$ cat src/rtl/lpd_pkg.sv
// shared types and constants for the length prefix deframer
package lpd_pkg;

  localparam int unsigned MaxPayloadW   = 15;
  localparam int unsigned LenW          = 16;
  localparam int unsigned ByteW         = 8;
  localparam int unsigned FifoDepth     = 4;
  localparam int unsigned FifoAw        = $clog2(FifoDepth);

  localparam logic [MaxPayloadW-1:0] MaxPayloadReset = MaxPayloadW'(1024);
  localparam logic [MaxPayloadW-1:0] HeaderBytes     = MaxPayloadW'(2);

  typedef enum logic [1:0] {
    PH_LEN_LO  = 2'd0,
    PH_LEN_HI  = 2'd1,
    PH_PAYLOAD = 2'd2,
    PH_HALTED  = 2'd3
  } phase_t;

  typedef struct packed {
    logic             payload_last;
    logic             payload_error;
    logic [ByteW-1:0] payload_data;
  } result_t;

  typedef struct packed {
    logic    valid;
    result_t res;
  } push_t;

endpackage

$ cat src/rtl/lpd_core.sv
// input register, framing state machine and header check
module lpd_core import lpd_pkg::*; (
  input  logic                   clk,
  input  logic                   rst,
  input  logic                   in_valid,
  output logic                   in_ready,
  input  logic [ByteW-1:0]       data_byte,
  input  logic                   abort,
  input  logic [MaxPayloadW-1:0] max_payload,
  input  logic [FifoAw:0]        fifo_count,
  output push_t                  push
);

  logic                   s1_valid;
  logic [ByteW-1:0]       s1_byte;
  logic                   s1_abort;

  phase_t                 phase;
  phase_t                 phase_next;
  logic [ByteW-1:0]       length_low;
  logic [ByteW-1:0]       length_low_next;
  logic [MaxPayloadW-1:0] bytes_remaining;
  logic [MaxPayloadW-1:0] bytes_remaining_next;

  logic [LenW-1:0]        raw_len;
  logic [MaxPayloadW-1:0] len_mag;
  logic [LenW-1:0]        limit;
  logic                   len_ok;
  logic [MaxPayloadW-1:0] rem;

  // credit: every beat held here or queued needs a free slot downstream
  assign in_ready = (fifo_count + {{FifoAw{1'b0}}, s1_valid}) < (FifoAw+1)'(FifoDepth);

  always_ff @(posedge clk) begin
    if (rst) begin
      s1_valid <= 1'b0;
    end else begin
      s1_valid <= in_valid && in_ready;
    end
    if (in_valid && in_ready) begin
      s1_byte  <= data_byte;
      s1_abort <= abort;
    end
  end

  assign raw_len = {s1_byte, length_low};
  assign len_mag = raw_len[MaxPayloadW-1:0];
  assign limit   = {1'b0, max_payload} + {1'b0, HeaderBytes};
  assign len_ok  = !raw_len[LenW-1] && (len_mag > HeaderBytes) &&
                   ({1'b0, len_mag} <= limit);
  assign rem     = (bytes_remaining == '0) ? '0 : bytes_remaining - MaxPayloadW'(1);

  always_ff @(posedge clk) begin
    if (rst) begin
      phase           <= PH_LEN_LO;
      length_low      <= '0;
      bytes_remaining <= '0;
    end else begin
      phase           <= phase_next;
      length_low      <= length_low_next;
      bytes_remaining <= bytes_remaining_next;
    end
  end

  always_comb begin
    phase_next           = phase;
    length_low_next      = length_low;
    bytes_remaining_next = bytes_remaining;
    push                 = '0;
    if (s1_valid) begin
      if (s1_abort) begin
        phase_next           = PH_LEN_LO;
        length_low_next      = '0;
        bytes_remaining_next = '0;
      end else begin
        case (phase)
          PH_LEN_LO: begin
            length_low_next = s1_byte;
            phase_next      = PH_LEN_HI;
          end
          PH_LEN_HI: begin
            if (len_ok) begin
              bytes_remaining_next = len_mag - HeaderBytes;
              phase_next           = PH_PAYLOAD;
            end else begin
              phase_next             = PH_HALTED;
              push.valid             = 1'b1;
              push.res.payload_error = 1'b1;
            end
          end
          PH_PAYLOAD: begin
            bytes_remaining_next  = rem;
            push.valid            = 1'b1;
            push.res.payload_data = s1_byte;
            push.res.payload_last = (rem == '0);
            if (rem == '0) begin
              phase_next      = PH_LEN_LO;
              length_low_next = '0;
            end
          end
          default: begin
            phase_next = phase;
          end
        endcase
      end
    end
  end

endmodule

$ cat src/rtl/lpd_out_fifo.sv
// small result queue that decouples the core from the output handshake
module lpd_out_fifo import lpd_pkg::*; (
  input  logic              clk,
  input  logic              rst,
  input  push_t             push,
  output logic [FifoAw:0]   count,
  output logic              out_valid,
  input  logic              out_ready,
  output result_t           head
);

  result_t           mem [FifoDepth];
  logic [FifoAw-1:0] wr_ptr;
  logic [FifoAw-1:0] rd_ptr;
  logic              pop;

  assign out_valid = (count != '0);
  assign pop       = out_valid && out_ready;
  assign head      = mem[rd_ptr];

  always_ff @(posedge clk) begin
    if (push.valid) begin
      mem[wr_ptr] <= push.res;
    end
  end

  always_ff @(posedge clk) begin
    if (rst) begin
      wr_ptr <= '0;
      rd_ptr <= '0;
      count  <= '0;
    end else begin
      if (push.valid) begin
        wr_ptr <= wr_ptr + FifoAw'(1);
      end
      if (pop) begin
        rd_ptr <= rd_ptr + FifoAw'(1);
      end
      count <= count + {{FifoAw{1'b0}}, push.valid} - {{FifoAw{1'b0}}, pop};
    end
  end

endmodule

$ cat src/rtl/length_prefix_deframer_top.sv
// length prefix deframer: one byte per beat in, payload bytes and length errors out
// path: a result passes the input register and then the result queue
// throughput: one byte per cycle, held only by the four-entry result queue
// reset: framing returns to the length low byte, max_payload to 1024
// abort in any phase clears framing without a result
module length_prefix_deframer_top import lpd_pkg::*; (
  input  logic                   clk,
  input  logic                   rst,
  input  logic                   cfg_valid,
  output logic                   cfg_ready,
  input  logic [MaxPayloadW-1:0] cfg_data,
  input  logic                   in_valid,
  output logic                   in_ready,
  input  logic [ByteW-1:0]       data_byte,
  input  logic                   abort,
  output logic                   out_valid,
  input  logic                   out_ready,
  output logic [ByteW-1:0]       payload_byte,
  output logic                   last,
  output logic                   error
);

  logic [MaxPayloadW-1:0] max_payload;
  logic [FifoAw:0]        fifo_count;
  push_t                  push;
  result_t                head;

  assign cfg_ready = 1'b1;

  always_ff @(posedge clk) begin
    if (rst) begin
      max_payload <= MaxPayloadReset;
    end else if (cfg_valid && cfg_ready) begin
      max_payload <= cfg_data;
    end
  end

  lpd_core u_core (
    .clk         (clk),
    .rst         (rst),
    .in_valid    (in_valid),
    .in_ready    (in_ready),
    .data_byte   (data_byte),
    .abort       (abort),
    .max_payload (max_payload),
    .fifo_count  (fifo_count),
    .push        (push)
  );

  lpd_out_fifo u_out_fifo (
    .clk       (clk),
    .rst       (rst),
    .push      (push),
    .count     (fifo_count),
    .out_valid (out_valid),
    .out_ready (out_ready),
    .head      (head)
  );

  assign payload_byte = head.payload_data;
  assign last         = head.payload_last;
  assign error        = head.payload_error;

endmodule
$ cat config.mk
export PLATFORM = sky130hd
export DESIGN_NAME = length_prefix_deframer_top
export DESIGN_NICKNAME = d
export VERILOG_FILES = /design/src/rtl/lpd_pkg.sv /design/src/rtl/lpd_core.sv /design/src/rtl/lpd_out_fifo.sv /design/src/rtl/length_prefix_deframer_top.sv
export SDC_FILE = /design/constraint.sdc
export NUM_CORES = 1
export LEC_CHECK = 0
export BUFFER_PORTS_ARGS = -buffer_cell sky130_fd_sc_hd__clkbuf_2
export CAP_MARGIN = 10
export CORE_ASPECT_RATIO = 0.6
export CORE_MARGIN = 5
export CORE_UTILIZATION = 40
export DETAILED_ROUTE_END_ITERATION = 16
export HOLD_SLACK_MARGIN = 0.1
export PLACE_DENSITY = 0.54
export REMOVE_ABC_BUFFERS = 1
export SLEW_MARGIN = 40
export SYNTH_ARGS = -nofsm -noshare
export SYNTH_HDL_FRONTEND = slang
export SYNTH_SLANG_ARGS = --single-unit
export TNS_END_PERCENT = 30
$ cat constraint.sdc
create_clock -name clk -period 4.87 [get_ports clk]
set_input_delay 0.2435 -clock clk [delete_from_list [all_inputs] [get_ports clk]]
set_output_delay 0.2435 -clock clk [all_outputs]
set_load 0.005 [all_outputs]
# Word-level counts from Yosys, hierarchy flattened
# Memories as Yosys holds them, arrays and structs flattened. A register that Yosys moved wholly into a read port is not among the register bits.
# Index checks and enable logic that the tools add are counted.
classes:
  mux: 22
  reduce_logical: 15
  n_eq_ne: 4
  order_cmp: 3
  addsub: 8
ops:
  columns: ["op", "n"]
  rows:
  - ["$mux 15", 3]
  - ["$logic_not 15->1", 2]
  - ["$pmux 15 s2", 1]
  - ["$mux 8", 3]
  - ["$mux 11", 2]
  - ["$add 15x2->16 const B", 1]
  - ["$le 15x16->1", 1]
  - ["$pmux 8 s2", 1]
  - ["$gt 15x2->1 const B", 1]
  - ["$sub 15x1->15 const B", 1]
  - ["$sub 15x2->15 const B", 1]
  - ["$reduce_and 3->1", 3]
  - ["$reduce_bool 3->1", 3]
  - ["$mux 2", 4]
  - ["$add 3x1->3", 2]
  - ["$mux 1", 6]
  - ["$ne 3x1->1 const B", 2]
  - ["$pmux 2 s3", 1]
  - ["$add 2x1->2 const B", 2]
  - ["$logic_and 1x1->1", 4]
  - ["$reduce_bool 4->1", 1]
  - ["$lt 3x3->1 const B", 1]
  - ["$sub 3x1->3", 1]
  - ["$eq 2x1->1 const B", 1]
  - ["other kinds (4)", 4]
word_totals:
  mem_bits_rw: 40
  n_memories: 1
  output_inout_bits: 13
  word_cells: 63
  reg_bits: 57
memory_table:
  columns: ["memory", "words", "word_bits", "rd", "rd_clocked_by_memory_dff", "wr", "line_no", "source"]
  rows:
  - ["u_out_fifo.mem", 4, 10, 1, 1, 1, "lpd_out_fifo.sv:12", "result_t mem [FifoDepth];"]

# Depth between registers and ports, before layout
depth:
  word_depth: 9
  mapped_depth: 18

# Cells and area by module
# A second synthesis with hierarchy kept.
unflattened:
  hier_cells: 501
  hier_area_um2: 5352.6
by_module_without_submodules:
  columns: ["mod", "instances", "cells_each", "seq_area_each_um2", "area_per_inst_um2"]
  rows:
  - ["lpd_core", 1, 354, 790.8, 2887.8]
  - ["lpd_out_fifo", 1, 97, 1381.3, 1909.3]
  - ["length_prefix_deframer_top", 1, 50, 300.3, 555.5]

# Worst setup path before layout
# Ideal clock, no wire load.
synth_path:
  path_type: "register to register"
  startpoint: "register max_payload[1]"
  endpoint: "register u_out_fifo.count[2]"
  path_buffers: 0
  path_stages_with_launch: 19
  period_less_slack_ns: 4.110
  arrival_time_ns: 3.982
  setup_slack_ns: 0.760
  path_cell_list: "dfxtp_1 ha_1 nand3_1 nor3b_1 nand4_1 xor2_1 ha_1 nand3_1 nor4_1 a21boi_0 o31a_1 o21ai_0 a211oi_1 ha_1 inv_1 fa_1 xor2_1 xnor2_1 nor2_1"
synth_between:
  elab_chain_cells: 9
synth_lines:
  columns: ["element", "line_no", "source"]
  rows:
  - ["start: declaration", "length_prefix_deframer_top.sv:23", "logic [MaxPayloadW-1:0] max_payload;"]
  - ["start signal: assignment", "length_prefix_deframer_top.sv:32", "max_payload <= MaxPayloadReset;"]
  - ["start signal: assignment", "length_prefix_deframer_top.sv:34", "max_payload <= cfg_data;"]
  - ["$add 15x2->16", "lpd_core.sv:48", "assign limit = {1'b0, max_payload} + {1'b0, HeaderBytes};"]
  - ["$le 15x16->1", "lpd_core.sv:50", "({1'b0, len_mag} <= limit);"]
  - ["$logic_and 1x1->1", "lpd_core.sv:49", "assign len_ok = !raw_len[LenW-1] && (len_mag > HeaderBytes) &&"]
  - ["$mux 1", "lpd_core.sv:82", "if (len_ok) begin"]
  - ["$pmux 1 s2", "lpd_core.sv:76", "case (phase)"]
  - ["$mux 11", "lpd_core.sv:71", "if (s1_abort) begin"]
  - ["$mux 11", "lpd_core.sv:70", "if (s1_valid) begin"]
  - ["$add 3x1->3", "lpd_out_fifo.sv:39", "count <= count + {{FifoAw{1'b0}}, push.valid} - {{FifoAw{1'b0}}, pop};"]
  - ["$sub 3x1->3", "lpd_out_fifo.sv:39", null]
  - ["end signal: assignment", "lpd_out_fifo.sv:39", null]
  - ["end: declaration", "lpd_out_fifo.sv:6", "output logic [FifoAw:0] count,"]
# No other way between the ends.
# A chain may end at the register's enable or synchronous reset.

# Worst setup path in the final report
# Same ends and word-level chain as after synthesis.

==> reports/qor.yml <==
hold_path_end: "max_payload[10]"
ys_seq_elements: 99
path_cells: "ha_1 > nand3_1 > nor3b_2 > nand4_1 > xor2_1 > ha_1 > nand3_1 > nor4_1 > a21boi_0 > o31a_1 > o21ai_0 > a211oi_2 > ha_1 > inv_1 > fa_1 > xor2_1 > xnor2_1 > nor2_1"
cts.sinks: 99
synth_area_per_cell_um2: 10.61
drt_first_pass_iters: 6
wl_met2_um: 5057
finalClockSkew_ps: 13.71
drt-met1-wl_um: 6700
placed_cells: 686
grt_pass1_wl_um: 20750
ys.flop_type: "dfxtp_1"
power.leakage_nw: 2.282
num_antenna_cells: 0
finalHoldViolCount: 0
rows: 32
met3WireLength_um: 663
outcome: "finished clean"
startpoint_type: "flop"
grt_pass1_vias: 3895
end_kind: "flop"
synth_warnings: 0
maxCapViolCount: 0
cts_buffer_depth: 2
cts_buffers: 9
antenna_found_initial: 0
globalplace.congestion: 0.8819
die_x_um: 158.7
vias: 3889
synth-seq-area-share_pct: 46.59
path_class: "reg -> reg"
core_um2: 12930
r2r_slack_ps: 580
final_cells: 711
slew_headroom_pct: 50.71
synth-edff-count: 49
synth_largest_area_cell: "edfxtp_1"
ys_types: 66
wl_per_cell_um: 17.61
die_height_um: 99.22
synthTopCellsByArea: "edfxtp_1, dfxtp_1, ha_1"
highest-signal-layer: "met4"
worstMarginPinSlew_ps: 738.3
crit_top_cell: "ha_1"
max_freq_mhz: 232.9
wl_um: 12520
port_buffers: 40
cp_max_fo: 5
grt_max_degree: 48
area_growth_pct: 12.71
cts_htree_levels: 3
cp_top_family: "simple AND/OR/NAND/NOR gates"
final-setup-viol-count: 0
ys_top_cells_by_count: "dfxtp_1, edfxtp_1, nor2_1"
drc: 0
power.density_nw_per_um2: 386.8
slowest_stage: "nor4_1"
syn_area_um2: 5306
total_power_mw: 2.313
hold_path.class: "in -> reg"
ios: 42
drive_gt1_share_pct: 17.19
r2r-end: "u_out_fifo.count[2]"
postCtsSetupBuffers: 0
hold_path_depth: 3
fillers: 1225
dp_hpwl_um: 9125
grt_overflow_total: 0
antenna_left: 0
worstHoldStart: "cfg_data[10]"
finalCritPeriodShare_pct: 88.19
arrival_ps: 4520
clock_latency_ps: 350
synth_top_cell_area_share_pct: 27.73
maxSlewViolCount: 0
cts_tree: "yes"
clock-root-buffer: "clkbuf_16"
start_util_pct: 41.03
critPathRequiredTime_ps: 5090
track_usage_pct: 16.77
syn_inst: 500
nNetsFinal: 593
synth_async_sr_flop_share_pct: 0
clk_pin_slew_ps: 70
reg2reg_depth: 18
detail_route.iter0.violations: 245
yosysMostFrequentCell: "dfxtp_1"
die_area_um2: 15740
via_per_inst: 5.470
min_period_ps: 4295
max_stage_delay_ps: 430
final.setup.tns_ps: 0
rsz0062_at_grt: "no"
cp_num_buf_inv: 1
ir_drop_uv: 193.4
worstReg2RegStart: "max_payload[1]"
cell families (layout without fill, tap and decap cells):
kind of cell    after synthesis  count (layout)  share of synthesized area [%]
simple gates                178             178                          18.04
buf+inv                      42              83                          3.961
other cells                   1               1                        0.07067
xor+xnor                     31              31                          5.117
mux                          29              29                          7.852
compound gates               92              92                          11.62
flops                        99              99                          46.59
fa+ha+maj                    28              28                          6.744
tightest hold or removal path: stages:
cell      delay (ps)
clkbuf_2          80
mux2i_1           60
nand2_1           60
timing repair:
item | 4_1_cts | 5_1_grt
hold endpoints to repair | 9 | 0
resized for setup | 0 | 2
setup endpoints to repair | 0 | 37
hold buffers | 9 | 0
layout by cell type, fill, tap and decap left out, types with 4 or more instances in the layout:
cell / Yosys / layout
dfxtp_1: 50 / 50
edfxtp_1: 49 / 49
nor2_1: 47 / 47
clkbuf_2: 0 / 40
a21oi_1: 32 / 32
nand2_1: 29 / 29
ha_1: 27 / 27
mux2i_1: 18 / 18
xnor2_1: 17 / 17
nand3_1: 16 / 16
inv_1: 15 / 15
xor2_1: 14 / 14
o21ai_0: 13 / 13
nor3_1: 12 / 12
and3_1: 11 / 11
or3_1: 10 / 10
o211ai_1: 10 / 10
mux4_2: 10 / 10
clkbuf_16: 0 / 9
dlygate4sd3_1: 0 / 9
nor4_1: 8 / 8
and2_1: 6 / 6
nand2b_1: 6 / 6
nand4_1: 5 / 5
or2_2: 5 / 5
a211oi_1: 6 / 5
o22ai_1: 4 / 4
stage by stage:
step / instance area, um2 / util [%] / worst slack (ps) / hold WS, ps
4_1_cts: 5971 / 46.17 / 292.2 / 110.3
3_3_place_gp: 5584 / 43.18 / 627.7 / 422.1
3_5_place_dp: 5585 / 43.19 / 340.5 / 422.2
2_1_floorplan: 5156 / - / 773.1 / 310.2
5_1_grt: 5981 / 46.25 / 92.84 / 117.8
6_report: 5981 / 46.25 / 575.4 / 124.8
final cells by class:
type | count | area, um2 | area share, %
Clock buffer | 9 | 225.2 | 3.766
Multi-Input combinational cell | 359 | 2635 | 44.06
Sequential cell | 99 | 2472 | 41.34
Tap cell | 170 | 212.7 | 3.556
Timing Repair Buffer | 51 | 305.3 | 5.105
Inverter | 16 | 60.06 | 1.004
Clock inverter | 7 | 70.07 | 1.172
metal layers:
| layer | up-vias | track usage (%) |
|---|---|---|
| met3 | 9 | 3.739 |
| li1 | 1923 | - |
| met5 | - | 0 |
| met4 | 0 | 3.735 |
| met2 | 113 | 22.83 |
| met1 | 1844 | 26.74 |
power breakdown:
part / switching [mW] / internal, mW
clock: 0.339 / 0.361
combinational: 0.305 / 0.271
sequential: 0.110 / 0.927
total: 0.754 / 1.56
sequential cells by signal, summed over array words and instances, names as in the netlist, named ones only:
signal,count
u_core.s1_valid,1
u_out_fifo.wr_ptr,2
u_out_fifo.rd_ptr,2
u_core.length_low,8
u_out_fifo.count,3
u_core.s1_abort,1
u_out_fifo.mem,40
u_core.phase,2
u_core.s1_byte,8
max_payload,15
u_core.bytes_remaining,15
how the worst max path moves through the flow:
stage	endpoint	start	cells past startpoint	slack (ps)
floorplan	u_out_fifo.count[2]	max_payload[1]	18	770
global placement	u_out_fifo.count[2]	max_payload[1]	18	630
detailed placement	u_out_fifo.count[2]	max_payload[1]	18	340
CTS	u_out_fifo.count[2]	max_payload[1]	18	290
global route	u_out_fifo.count[2]	max_payload[1]	18	90
finish	u_out_fifo.count[2]	max_payload[1]	18	580
Power figures use the tool's default switching activity.
